==> src/rtl/cw_mark_space_run_qualifier_macros.svh <==
// ----------------------------------------------------------------------------
// CW mark/space run qualifier assertion macros
// Shared assertion forms for the run qualifier, clocked on clk, off in reset.
// ----------------------------------------------------------------------------
`ifndef CW_MARK_SPACE_RUN_QUALIFIER_MACROS_SVH
`define CW_MARK_SPACE_RUN_QUALIFIER_MACROS_SVH

// The consequent must hold in the same cycle as the antecedent.
`define CWMSR_ASSERT_IMPLY(label, ante, cons) \
  label: assert property (@(posedge clk) disable iff (rst) (ante) |-> (cons)) \
    else $error("cw_mark_space_run_qualifier: same-cycle check failed");

// The consequent must hold in the cycle after the antecedent.
`define CWMSR_ASSERT_NEXT(label, ante, cons) \
  label: assert property (@(posedge clk) disable iff (rst) (ante) |=> (cons)) \
    else $error("cw_mark_space_run_qualifier: next-cycle check failed");

`endif

==> src/rtl/cwmsr_pkg.sv <==
// ----------------------------------------------------------------------------
// CW mark/space run qualifier package
// Types and constants shared by the run qualifier and its serial divider.
// ----------------------------------------------------------------------------
package cwmsr_pkg;

  localparam int COUNT_BITS_DEFAULT = 16;

  localparam logic [7:0] UNIT_RESET = 8'd60;
  localparam logic [7:0] UNIT_MIN = 8'd24;
  localparam logic [7:0] UNIT_MAX = 8'd240;

  localparam logic ACT_FLUSH = 1'b1;

  localparam logic [10:0] PROB_MIN = 11'd1;
  localparam logic [10:0] PROB_MAX = 11'd1023;
  localparam logic [10:0] CONF_ONE = 11'd1024;
  localparam logic signed [10:0] RAW_MID = 11'sd512;
  localparam logic signed [11:0] SNR_FLOOR = -12'sd480;
  localparam logic signed [11:0] SNR_CEIL = 12'sd800;
  localparam int SNR_FLOOR_MAG = 480;
  localparam int SNR_CEIL_MAG = 800;

  localparam int DECIDE_LEVEL = 123 * 1024;

  localparam int NOM_MARK_MIN = 700;
  localparam int NOM_MARK_MAX = 2000;
  localparam int NOM_SPACE_MIN = 500;
  localparam int NOM_SPACE_MAX = 1200;
  localparam int CONF_BASE = 110592;
  localparam int HALF_STEP = 5120000;
  localparam int CONFIRM_CAP = 23;

  typedef enum logic [3:0] {
    ST_IDLE,
    ST_CALC,
    ST_DECIDE,
    ST_MERGE,
    ST_ADD_RUN,
    ST_ADD_CAND,
    ST_CHECK,
    ST_LOAD,
    ST_DIV,
    ST_FINISH
  } state_t;

  typedef struct packed {
    logic busy;
    logic done;
  } div_status_t;

endpackage

==> src/rtl/cwmsr_serial_div.sv <==
// ----------------------------------------------------------------------------
// CW mark/space run qualifier serial divider
// Restoring divider that retires one quotient bit per cycle.
// ----------------------------------------------------------------------------
module cwmsr_serial_div import cwmsr_pkg::*; #(
  parameter int NUM_W = COUNT_BITS_DEFAULT + 12,
  parameter int DEN_W = COUNT_BITS_DEFAULT
) (
  input  logic             clk,
  input  logic             rst,
  input  logic             start,
  input  logic [NUM_W-1:0] numer,
  input  logic [DEN_W-1:0] denom,
  output logic [NUM_W-1:0] quotient,
  output div_status_t      status
);

  localparam int CNT_W = $clog2(NUM_W + 1);

  logic [NUM_W-1:0] num_q;
  logic [DEN_W-1:0] den_q;
  logic [DEN_W-1:0] rem_q;
  logic [CNT_W-1:0] cnt_q;
  logic             busy_q;
  logic             done_q;

  logic [DEN_W:0]   trial;
  logic [DEN_W:0]   diff;
  logic             ge;

  assign trial = {rem_q, num_q[NUM_W-1]};
  assign ge = trial >= {1'b0, den_q};
  assign diff = trial - {1'b0, den_q};

  always_ff @(posedge clk) begin
    if (rst) begin
      busy_q <= 1'b0;
      done_q <= 1'b0;
      cnt_q <= '0;
    end else begin
      done_q <= busy_q && (cnt_q == CNT_W'(1));
      if (start) begin
        busy_q <= 1'b1;
        cnt_q <= CNT_W'(NUM_W);
      end else if (busy_q) begin
        cnt_q <= cnt_q - CNT_W'(1);
        if (cnt_q == CNT_W'(1)) begin
          busy_q <= 1'b0;
        end
      end
    end
  end

  always_ff @(posedge clk) begin
    if (start) begin
      num_q <= numer;
      den_q <= denom;
      rem_q <= '0;
    end else if (busy_q) begin
      rem_q <= ge ? diff[DEN_W-1:0] : trial[DEN_W-1:0];
      num_q <= {num_q[NUM_W-2:0], ge};
    end
  end

  assign quotient = num_q;
  assign status = '{busy: busy_q, done: done_q};

endmodule

==> src/rtl/cw_mark_space_run_qualifier.sv <==
// ----------------------------------------------------------------------------
// CW mark/space run qualifier
// Turns one soft sample per millisecond into confirmed mark and space
// intervals with their durations, mean confidence and mean SNR.
// ----------------------------------------------------------------------------
// The block takes one item at a time. A sample that reports no interval
// goes from transfer to result without the divider. A sample that confirms a
// new run, and a flush that closes an active run, also run the two means
// through a bit-serial divider, one quotient bit per cycle, before the result
// is loaded. A finished result waits in the output register while the next
// item is taken in. The unit_ms register may be written at any time the
// block is idle.
module cw_mark_space_run_qualifier import cwmsr_pkg::*; #(
  parameter int COUNT_BITS = COUNT_BITS_DEFAULT
) (
  input  logic               clk,
  input  logic               rst,
  input  logic               cfg_valid,
  output logic               cfg_ready,
  input  logic [7:0]         cfg_data,
  input  logic               in_valid,
  output logic               in_ready,
  input  logic               action,
  input  logic [10:0]        mark_probability,
  input  logic [10:0]        sample_confidence,
  input  logic signed [11:0] snr_db,
  output logic               out_valid,
  input  logic               out_ready,
  output logic               interval_valid,
  output logic               interval_is_mark,
  output logic [15:0]        duration_ms,
  output logic [10:0]        mean_confidence,
  output logic signed [10:0] mean_snr_db,
  output logic               key_down,
  output logic               erasure
);

  localparam int LW = COUNT_BITS;
  localparam int CW = COUNT_BITS + 11;
  localparam int SW = COUNT_BITS + 12;
  localparam int NW = COUNT_BITS + 12;

  function automatic logic [LW-1:0] sat_len(input logic [LW-1:0] a, input logic [LW-1:0] b);
    logic [LW:0] s;
    s = {1'b0, a} + {1'b0, b};
    return s[LW] ? {LW{1'b1}} : s[LW-1:0];
  endfunction

  function automatic logic [CW-1:0] sat_conf(input logic [CW-1:0] a, input logic [CW-1:0] b);
    logic [CW:0] s;
    s = {1'b0, a} + {1'b0, b};
    return s[CW] ? {CW{1'b1}} : s[CW-1:0];
  endfunction

  function automatic logic [SW-1:0] sat_snr(input logic [SW-1:0] a, input logic [SW-1:0] b);
    logic [SW:0] s;
    s = {a[SW-1], a} + {b[SW-1], b};
    if (s[SW] != s[SW-1]) begin
      return s[SW] ? {1'b1, {(SW-1){1'b0}}} : {1'b0, {(SW-1){1'b1}}};
    end
    return s[SW-1:0];
  endfunction

  state_t state, state_next;

  logic [7:0] unit_ms;

  logic          run_active, run_active_next;
  logic          run_mark, run_mark_next;
  logic [LW-1:0] run_length, run_length_next;
  logic [CW-1:0] run_conf_total, run_conf_total_next;
  logic [SW-1:0] run_snr_total, run_snr_total_next;
  logic          cand_active, cand_active_next;
  logic [LW-1:0] cand_length, cand_length_next;
  logic [CW-1:0] cand_conf_total, cand_conf_total_next;
  logic [SW-1:0] cand_snr_total, cand_snr_total_next;
  logic          key_state, key_state_next;
  logic          rep, rep_next;
  logic          rep_mark, rep_mark_next;
  logic [LW-1:0] rep_len, rep_len_next;
  logic          rep_neg, rep_neg_next;

  logic               action_q;
  logic [9:0]         raw_q;
  logic [10:0]        conf_q;
  logic signed [10:0] snr_q;
  logic signed [22:0] d_q;
  logic [27:0]        p_q;

  logic [7:0]         u_c;
  logic [12:0]        nom_m_raw;
  logic [11:0]        nom_s_raw;
  logic [10:0]        nom;
  logic [16:0]        factor;
  logic signed [10:0] diff;
  logic signed [22:0] d_prod;
  logic               decisive;
  logic               want_mark;
  logic               same_kind;
  logic [28:0]        thr;
  logic               confirmed;
  logic               report;
  logic [CW-1:0]      conf_ext;
  logic [SW-1:0]      snr_ext;
  logic [LW-1:0]      cand_base_len;
  logic [CW-1:0]      cand_base_conf;
  logic [SW-1:0]      cand_base_snr;
  logic [SW-1:0]      snr_neg_total;
  logic [NW-1:0]      conf_num;
  logic [NW-1:0]      snr_num;
  logic [NW-1:0]      q_conf;
  logic [NW-1:0]      q_snr;
  div_status_t        div_stat;
  div_status_t        snr_stat;
  logic               div_start;
  logic               out_load;
  logic [LW+15:0]     len_ext;

  // Input capture and the two products of the calculation cycle.
  always_comb begin
    u_c = (unit_ms < UNIT_MIN) ? UNIT_MIN : ((unit_ms > UNIT_MAX) ? UNIT_MAX : unit_ms);
    nom_m_raw = {u_c, 5'b0} - {3'b0, u_c, 2'b0};
    nom_s_raw = {u_c, 4'b0};
    if (run_mark) begin
      if (nom_m_raw < 13'(NOM_MARK_MIN)) nom = 11'(NOM_MARK_MIN);
      else if (nom_m_raw > 13'(NOM_MARK_MAX)) nom = 11'(NOM_MARK_MAX);
      else nom = nom_m_raw[10:0];
    end else begin
      if (nom_s_raw < 12'(NOM_SPACE_MIN)) nom = 11'(NOM_SPACE_MIN);
      else if (nom_s_raw > 12'(NOM_SPACE_MAX)) nom = 11'(NOM_SPACE_MAX);
      else nom = nom_s_raw[10:0];
    end
    factor = 17'(CONF_BASE) - (17'({conf_q, 4'b0}) + 17'({conf_q, 1'b0}));
    diff = $signed({1'b0, raw_q}) - RAW_MID;
    d_prod = $signed(23'({1'b0, conf_q})) * 23'(diff);
  end

  always_ff @(posedge clk) begin
    if (state == ST_IDLE && in_valid) begin
      action_q <= action;
      if (mark_probability < PROB_MIN) raw_q <= PROB_MIN[9:0];
      else if (mark_probability > PROB_MAX) raw_q <= PROB_MAX[9:0];
      else raw_q <= mark_probability[9:0];
      conf_q <= (sample_confidence > CONF_ONE) ? CONF_ONE : sample_confidence;
      if (snr_db < SNR_FLOOR) snr_q <= SNR_FLOOR[10:0];
      else if (snr_db > SNR_CEIL) snr_q <= SNR_CEIL[10:0];
      else snr_q <= snr_db[10:0];
    end
    if (state == ST_CALC) begin
      d_q <= d_prod;
      p_q <= 28'(nom) * 28'(factor);
    end
  end

  // Decision, confirmation and report conditions, and the divider numerators.
  always_comb begin
    want_mark = d_q >= 23'(DECIDE_LEVEL);
    decisive = want_mark || (d_q <= -23'(DECIDE_LEVEL));
    same_kind = !decisive || (want_mark == run_mark);
    thr = 29'({cand_length[4:0], 1'b1}) * 29'(HALF_STEP);
    confirmed = (cand_length >= LW'(CONFIRM_CAP)) || ({1'b0, p_q} < thr);
    report = run_active && (run_length != '0);
    conf_ext = CW'(conf_q);
    snr_ext = {{(SW-11){snr_q[10]}}, snr_q};
    cand_base_len = cand_active ? cand_length : '0;
    cand_base_conf = cand_active ? cand_conf_total : '0;
    cand_base_snr = cand_active ? cand_snr_total : '0;
    snr_neg_total = ~run_snr_total + SW'(1);
    conf_num = NW'(run_conf_total) + NW'(run_length >> 1);
    snr_num = (run_snr_total[SW-1] ? snr_neg_total : run_snr_total) + NW'(run_length >> 1);
  end

  always_comb begin
    state_next = state;
    case (state)
      ST_IDLE: begin
        if (in_valid) state_next = ST_CALC;
      end
      ST_CALC: state_next = ST_DECIDE;
      ST_DECIDE: begin
        if (action_q == ACT_FLUSH) state_next = ST_MERGE;
        else if (!run_active) state_next = ST_FINISH;
        else if (same_kind) state_next = ST_MERGE;
        else state_next = ST_ADD_CAND;
      end
      ST_MERGE: state_next = (action_q == ACT_FLUSH) ? ST_LOAD : ST_ADD_RUN;
      ST_ADD_RUN: state_next = ST_FINISH;
      ST_ADD_CAND: state_next = ST_CHECK;
      ST_CHECK: state_next = confirmed ? ST_LOAD : ST_FINISH;
      ST_LOAD: state_next = report ? ST_DIV : ST_FINISH;
      ST_DIV: begin
        if (div_stat.done) state_next = ST_FINISH;
      end
      ST_FINISH: begin
        if (!out_valid || out_ready) state_next = ST_IDLE;
      end
      default: state_next = ST_IDLE;
    endcase
  end

  always_comb begin
    in_ready = (state == ST_IDLE);
    div_start = (state == ST_LOAD) && report;
    out_load = (state == ST_FINISH) && (!out_valid || out_ready);
  end

  always_comb begin
    run_active_next = run_active;
    run_mark_next = run_mark;
    run_length_next = run_length;
    run_conf_total_next = run_conf_total;
    run_snr_total_next = run_snr_total;
    cand_active_next = cand_active;
    cand_length_next = cand_length;
    cand_conf_total_next = cand_conf_total;
    cand_snr_total_next = cand_snr_total;
    key_state_next = key_state;
    rep_next = rep;
    rep_mark_next = rep_mark;
    rep_len_next = rep_len;
    rep_neg_next = rep_neg;
    case (state)
      ST_IDLE: begin
        if (in_valid) rep_next = 1'b0;
      end
      ST_DECIDE: begin
        if (action_q != ACT_FLUSH && !run_active && decisive) begin
          run_active_next = 1'b1;
          run_mark_next = want_mark;
          run_length_next = LW'(1);
          run_conf_total_next = conf_ext;
          run_snr_total_next = snr_ext;
          key_state_next = want_mark;
        end
      end
      ST_MERGE: begin
        if (cand_active) begin
          run_length_next = sat_len(run_length, cand_length);
          run_conf_total_next = sat_conf(run_conf_total, cand_conf_total);
          run_snr_total_next = sat_snr(run_snr_total, cand_snr_total);
        end
        cand_active_next = 1'b0;
        cand_length_next = '0;
        cand_conf_total_next = '0;
        cand_snr_total_next = '0;
      end
      ST_ADD_RUN: begin
        run_length_next = sat_len(run_length, LW'(1));
        run_conf_total_next = sat_conf(run_conf_total, conf_ext);
        run_snr_total_next = sat_snr(run_snr_total, snr_ext);
      end
      ST_ADD_CAND: begin
        cand_active_next = 1'b1;
        cand_length_next = sat_len(cand_base_len, LW'(1));
        cand_conf_total_next = sat_conf(cand_base_conf, conf_ext);
        cand_snr_total_next = sat_snr(cand_base_snr, snr_ext);
      end
      ST_LOAD: begin
        rep_next = report;
        rep_mark_next = run_mark;
        rep_len_next = run_length;
        rep_neg_next = run_snr_total[SW-1];
        if (action_q == ACT_FLUSH) begin
          run_active_next = 1'b0;
          run_length_next = '0;
          run_conf_total_next = '0;
          run_snr_total_next = '0;
        end else begin
          run_mark_next = !run_mark;
          run_length_next = cand_length;
          run_conf_total_next = cand_conf_total;
          run_snr_total_next = cand_snr_total;
          cand_active_next = 1'b0;
          cand_length_next = '0;
          cand_conf_total_next = '0;
          cand_snr_total_next = '0;
          key_state_next = !run_mark;
        end
      end
      default: begin
      end
    endcase
  end

  always_ff @(posedge clk) begin
    if (rst) begin
      state <= ST_IDLE;
      unit_ms <= UNIT_RESET;
      run_active <= 1'b0;
      run_mark <= 1'b0;
      run_length <= '0;
      run_conf_total <= '0;
      run_snr_total <= '0;
      cand_active <= 1'b0;
      cand_length <= '0;
      cand_conf_total <= '0;
      cand_snr_total <= '0;
      key_state <= 1'b0;
      rep <= 1'b0;
      out_valid <= 1'b0;
    end else begin
      state <= state_next;
      if (cfg_valid && cfg_ready) unit_ms <= cfg_data;
      run_active <= run_active_next;
      run_mark <= run_mark_next;
      run_length <= run_length_next;
      run_conf_total <= run_conf_total_next;
      run_snr_total <= run_snr_total_next;
      cand_active <= cand_active_next;
      cand_length <= cand_length_next;
      cand_conf_total <= cand_conf_total_next;
      cand_snr_total <= cand_snr_total_next;
      key_state <= key_state_next;
      rep <= rep_next;
      if (out_load) out_valid <= 1'b1;
      else if (out_ready) out_valid <= 1'b0;
    end
  end

  always_ff @(posedge clk) begin
    rep_mark <= rep_mark_next;
    rep_len <= rep_len_next;
    rep_neg <= rep_neg_next;
  end

  cwmsr_serial_div #(
    .NUM_W (NW),
    .DEN_W (LW)
  ) u_conf_div (
    .clk      (clk),
    .rst      (rst),
    .start    (div_start),
    .numer    (conf_num),
    .denom    (run_length),
    .quotient (q_conf),
    .status   (div_stat)
  );

  cwmsr_serial_div #(
    .NUM_W (NW),
    .DEN_W (LW)
  ) u_snr_div (
    .clk      (clk),
    .rst      (rst),
    .start    (div_start),
    .numer    (snr_num),
    .denom    (run_length),
    .quotient (q_snr),
    .status   (snr_stat)
  );

  assign len_ext = {16'b0, rep_len};
  assign cfg_ready = 1'b1;

  always_ff @(posedge clk) begin
    if (out_load) begin
      interval_valid <= rep;
      interval_is_mark <= rep && rep_mark;
      duration_ms <= rep ? len_ext[15:0] : 16'd0;
      if (!rep) mean_confidence <= 11'd0;
      else if (q_conf > NW'(CONF_ONE)) mean_confidence <= CONF_ONE;
      else mean_confidence <= q_conf[10:0];
      if (!rep || snr_stat.busy) mean_snr_db <= 11'sd0;
      else if (rep_neg) begin
        if (q_snr > NW'(SNR_FLOOR_MAG)) mean_snr_db <= SNR_FLOOR[10:0];
        else mean_snr_db <= 11'd0 - q_snr[10:0];
      end else begin
        if (q_snr > NW'(SNR_CEIL_MAG)) mean_snr_db <= SNR_CEIL[10:0];
        else mean_snr_db <= q_snr[10:0];
      end
      key_down <= key_state;
      erasure <= cand_active;
    end
  end

`include "cw_mark_space_run_qualifier_macros.svh"

  `CWMSR_ASSERT_IMPLY(a_cand_needs_run, cand_active, run_active)
  `CWMSR_ASSERT_IMPLY(a_run_nonempty, run_active, run_length != '0)
  `CWMSR_ASSERT_IMPLY(a_div_done_in_div, div_stat.done, state == ST_DIV)
  `CWMSR_ASSERT_NEXT(a_div_starts, state == ST_LOAD && report, div_stat.busy && snr_stat.busy)

endmodule

==> config.mk <==
export PLATFORM = sky130hd
export DESIGN_NAME = cw_mark_space_run_qualifier
export DESIGN_NICKNAME = d
export VERILOG_FILES = /design/src/rtl/cwmsr_pkg.sv /design/src/rtl/cwmsr_serial_div.sv /design/src/rtl/cw_mark_space_run_qualifier.sv
export VERILOG_INCLUDE_DIRS = /design/src /design/src/rtl
export SDC_FILE = /design/constraint.sdc
export NUM_CORES = 2
export LEC_CHECK = 0
export BUFFER_PORTS_ARGS = -buffer_cell sky130_fd_sc_hd__buf_4
export CORE_UTILIZATION = 42
export DETAILED_ROUTE_END_ITERATION = 16
export RECOVER_POWER = 50
export SYNTH_ARGS = -nofsm -noshare
export SYNTH_HDL_FRONTEND = slang
export SYNTH_HIERARCHICAL = 1
export SYNTH_SLANG_ARGS = --single-unit
==> constraint.sdc <==
create_clock -name clk -period 21.7 [get_ports clk]
set_input_delay 1.085 -clock clk [delete_from_list [all_inputs] [get_ports clk]]
set_output_delay 1.085 -clock clk [all_outputs]
set_load 0.01 [all_outputs]
==> results.toml <==
[run_status]
status = "finished, violations left"
violations = "capacitance limit, slew limit"

[worst_hold_path]
hold_class = "flip-flop to flip-flop"
holdPathStages = 2
holdCritStartpoint = "cand_conf_total[10]"
holdPathEnd = "cand_conf_total[10]"

[drt]
drtAntennaViolNets = 0
drtIter0Drc = 2693
wl_per_cell_um = 18.76
totalWireLength_um = 112600
firstDrtPassIters = 6
vias = 34350
avgViaCountPerCell = 5.724
drc = 0

[power]
p_leak_nw = 18.86
pwr_density_cell_mw_per_mm2 = 137.5
peakVddDrop_uv = 235.9

[critical_path]
timing.rr.end = "p_q[27]"
ff2ff_path_depth = 32
worstSetupEndpointType = "flip-flop"
critical_path_class = "flip-flop to flip-flop"
critical_path_arrival_ns = 10.18
worstPathMaxFanout = 15
critPathLaunchType = "flip-flop"
crit_required_ns = 22.07
crit_slowest_cell = "a22o_1"
timing.critical_path.mode_cell = "fa_1"
r2r_slack_ns = 11.90
rr_startpoint = "unit_ms[7]"
critPathMaxStageDelay_ns = 0.67

[die]
ioPinCount = 93
die_w_um = 313.1
fp.coreArea_mm2 = 0.09544
die-area_mm2 = 0.09805
initial_core_util_pct = 42.60
num_rows = 113
die_h_um = 313.1

[placed_design]
place_ws_ns = 11.97
globalplace.congestion = 0.8904
io_buffers = 91
hpwlAfterDp_um = 82520

[synth]
syn_inst = 4700
ys_warn_count = 6
syn_area_per_cell_um2 = 8.650
syn-cell-area_mm2 = 0.04066
syn_nets = 5356

[sta]
max_slew_margin_pct = -107.0
fmax_mhz = 102.0
setup_viol = 0
hold_viol_final = 0
grt_setup_unrepaired = "false"
period_share_pct = 45.17
fin_tns_setup_ns = 0
drv_slew = 347
period_needed_ns = 9.802
worst_clock_skew_ns = 0.04368
worst_pin_slew_ns = 3.105
layout_setup_ws_ns = 11.90

[clocking]
cts_tree = "done"
cts.htree.levels = 2
clk_pin_slew_ns = 0.06
insertion_delay_ns = 0.66
post_cts_buffers = 0
clockBufferDepth = 3
clock_sinks = 423
cts_root_buf = "clkbuf_16"
cts_inserted_buffers = 52
cts_resized = 0
ctsHoldBuffers = 0

[grt]
grt_use_met2_pct = 36.71
grt_use_met1_pct = 31.42
grtUsageTotal_pct = 22.76
met3_usage_pct = 2.521
grt_max_degree = 71
grt_overflow = 0
antenna_found_initial = 1
grt_pass1_wl_um = 180400
busiest_layer = "met2"
grt_pass1_vias = 33340

[final_layout]
fin_nets = 5348
final_common_cell = "ha_1"
areaGrowthSynthToFinish_pct = 8.448
drive_gt1_share_pct = 6.441
final_cell_mix = "ha_1, nand2_1, inv_1"

[run]
cap_violations = 8
[sequential cells by signal, summed over array words and instances (netlist names), 15 cells and up]
signal               count
d_q                     23
cand_conf_total         27
u_snr_div/quotient      28
run_length              16
cand_length             16
u_snr_div/rem_q         16
u_conf_div/den_q        16
run_snr_total           28
rep_len                 16
cand_snr_total          28
duration_ms             16
run_conf_total          27
u_snr_div/den_q         16
u_conf_div/rem_q        16
p_q                     15
u_conf_div/quotient     28
[per-stage QoR]
step,util [%],cells,cell area [um^2],hold slack (ns),power [mW]
floorplan,-,4700,40660,0.4430,4.365
global placement,44.57,5903,42530,0.4781,5.105
detailed placement,44.57,5903,42530,0.4828,5.150
CTS,46.49,6000,44370,0.4913,6.144
global route,46.20,6000,44090,0.5086,6.756
finish,46.20,6001,44090,0.4875,6.060
[how the worst max path moves through the flow]
stage	start	endpoint	slack, ns	cells past startpoint
floorplan	unit_ms[4]	p_q[27]	13.39	34
global placement	unit_ms[7]	p_q[27]	12.16	32
detailed placement	unit_ms[7]	p_q[27]	11.97	32
CTS	unit_ms[7]	p_q[27]	11.91	32
global route	unit_ms[7]	p_q[27]	11.24	32
finish	unit_ms[7]	p_q[27]	11.90	32
[routing by layer]
metal	routed length, um	part of all wire [%]
met5	0	0
met4	3600	3.2
met3	5996	5.3
met2	50800	45
met1	52190	46
[critical path: cells and delay by family, from the launching register on]
kind / cells / cell delay [ns]
fa+ha+maj: 7 / 3.04
compound gates: 10 / 2.77
simple gates: 10 / 2.72
flops: 1 / 0.60
xor+xnor: 2 / 0.24
buf+inv: 3 / 0.19
[layout make-up]
class | count | area, um^2
Sequential cell | 423 | 10660
Antenna cell | 1 | 2.502
Fill cell | 9261 | 51340
Timing Repair Buffer | 146 | 829.5
Clock inverter | 42 | 478.0
Multi-Input combinational cell | 3682 | 27730
Tap cell | 1265 | 1583
Inverter | 387 | 1454
Clock buffer | 55 | 1354
[power by group]
| part | internal [mW] | leakage (nW) | total, mW | switching (mW) |
|---|---|---|---|---|
| sequential | 1.13 | 3.69 | 1.19 | 0.0615 |
| clock | 0.551 | 0.884 | 0.937 | 0.386 |
| combinational | 1.77 | 14.3 | 3.94 | 2.16 |
| total | 3.45 | 18.9 | 6.06 | 2.61 |
No activity file was read; power rests on OpenSTA's default activity.
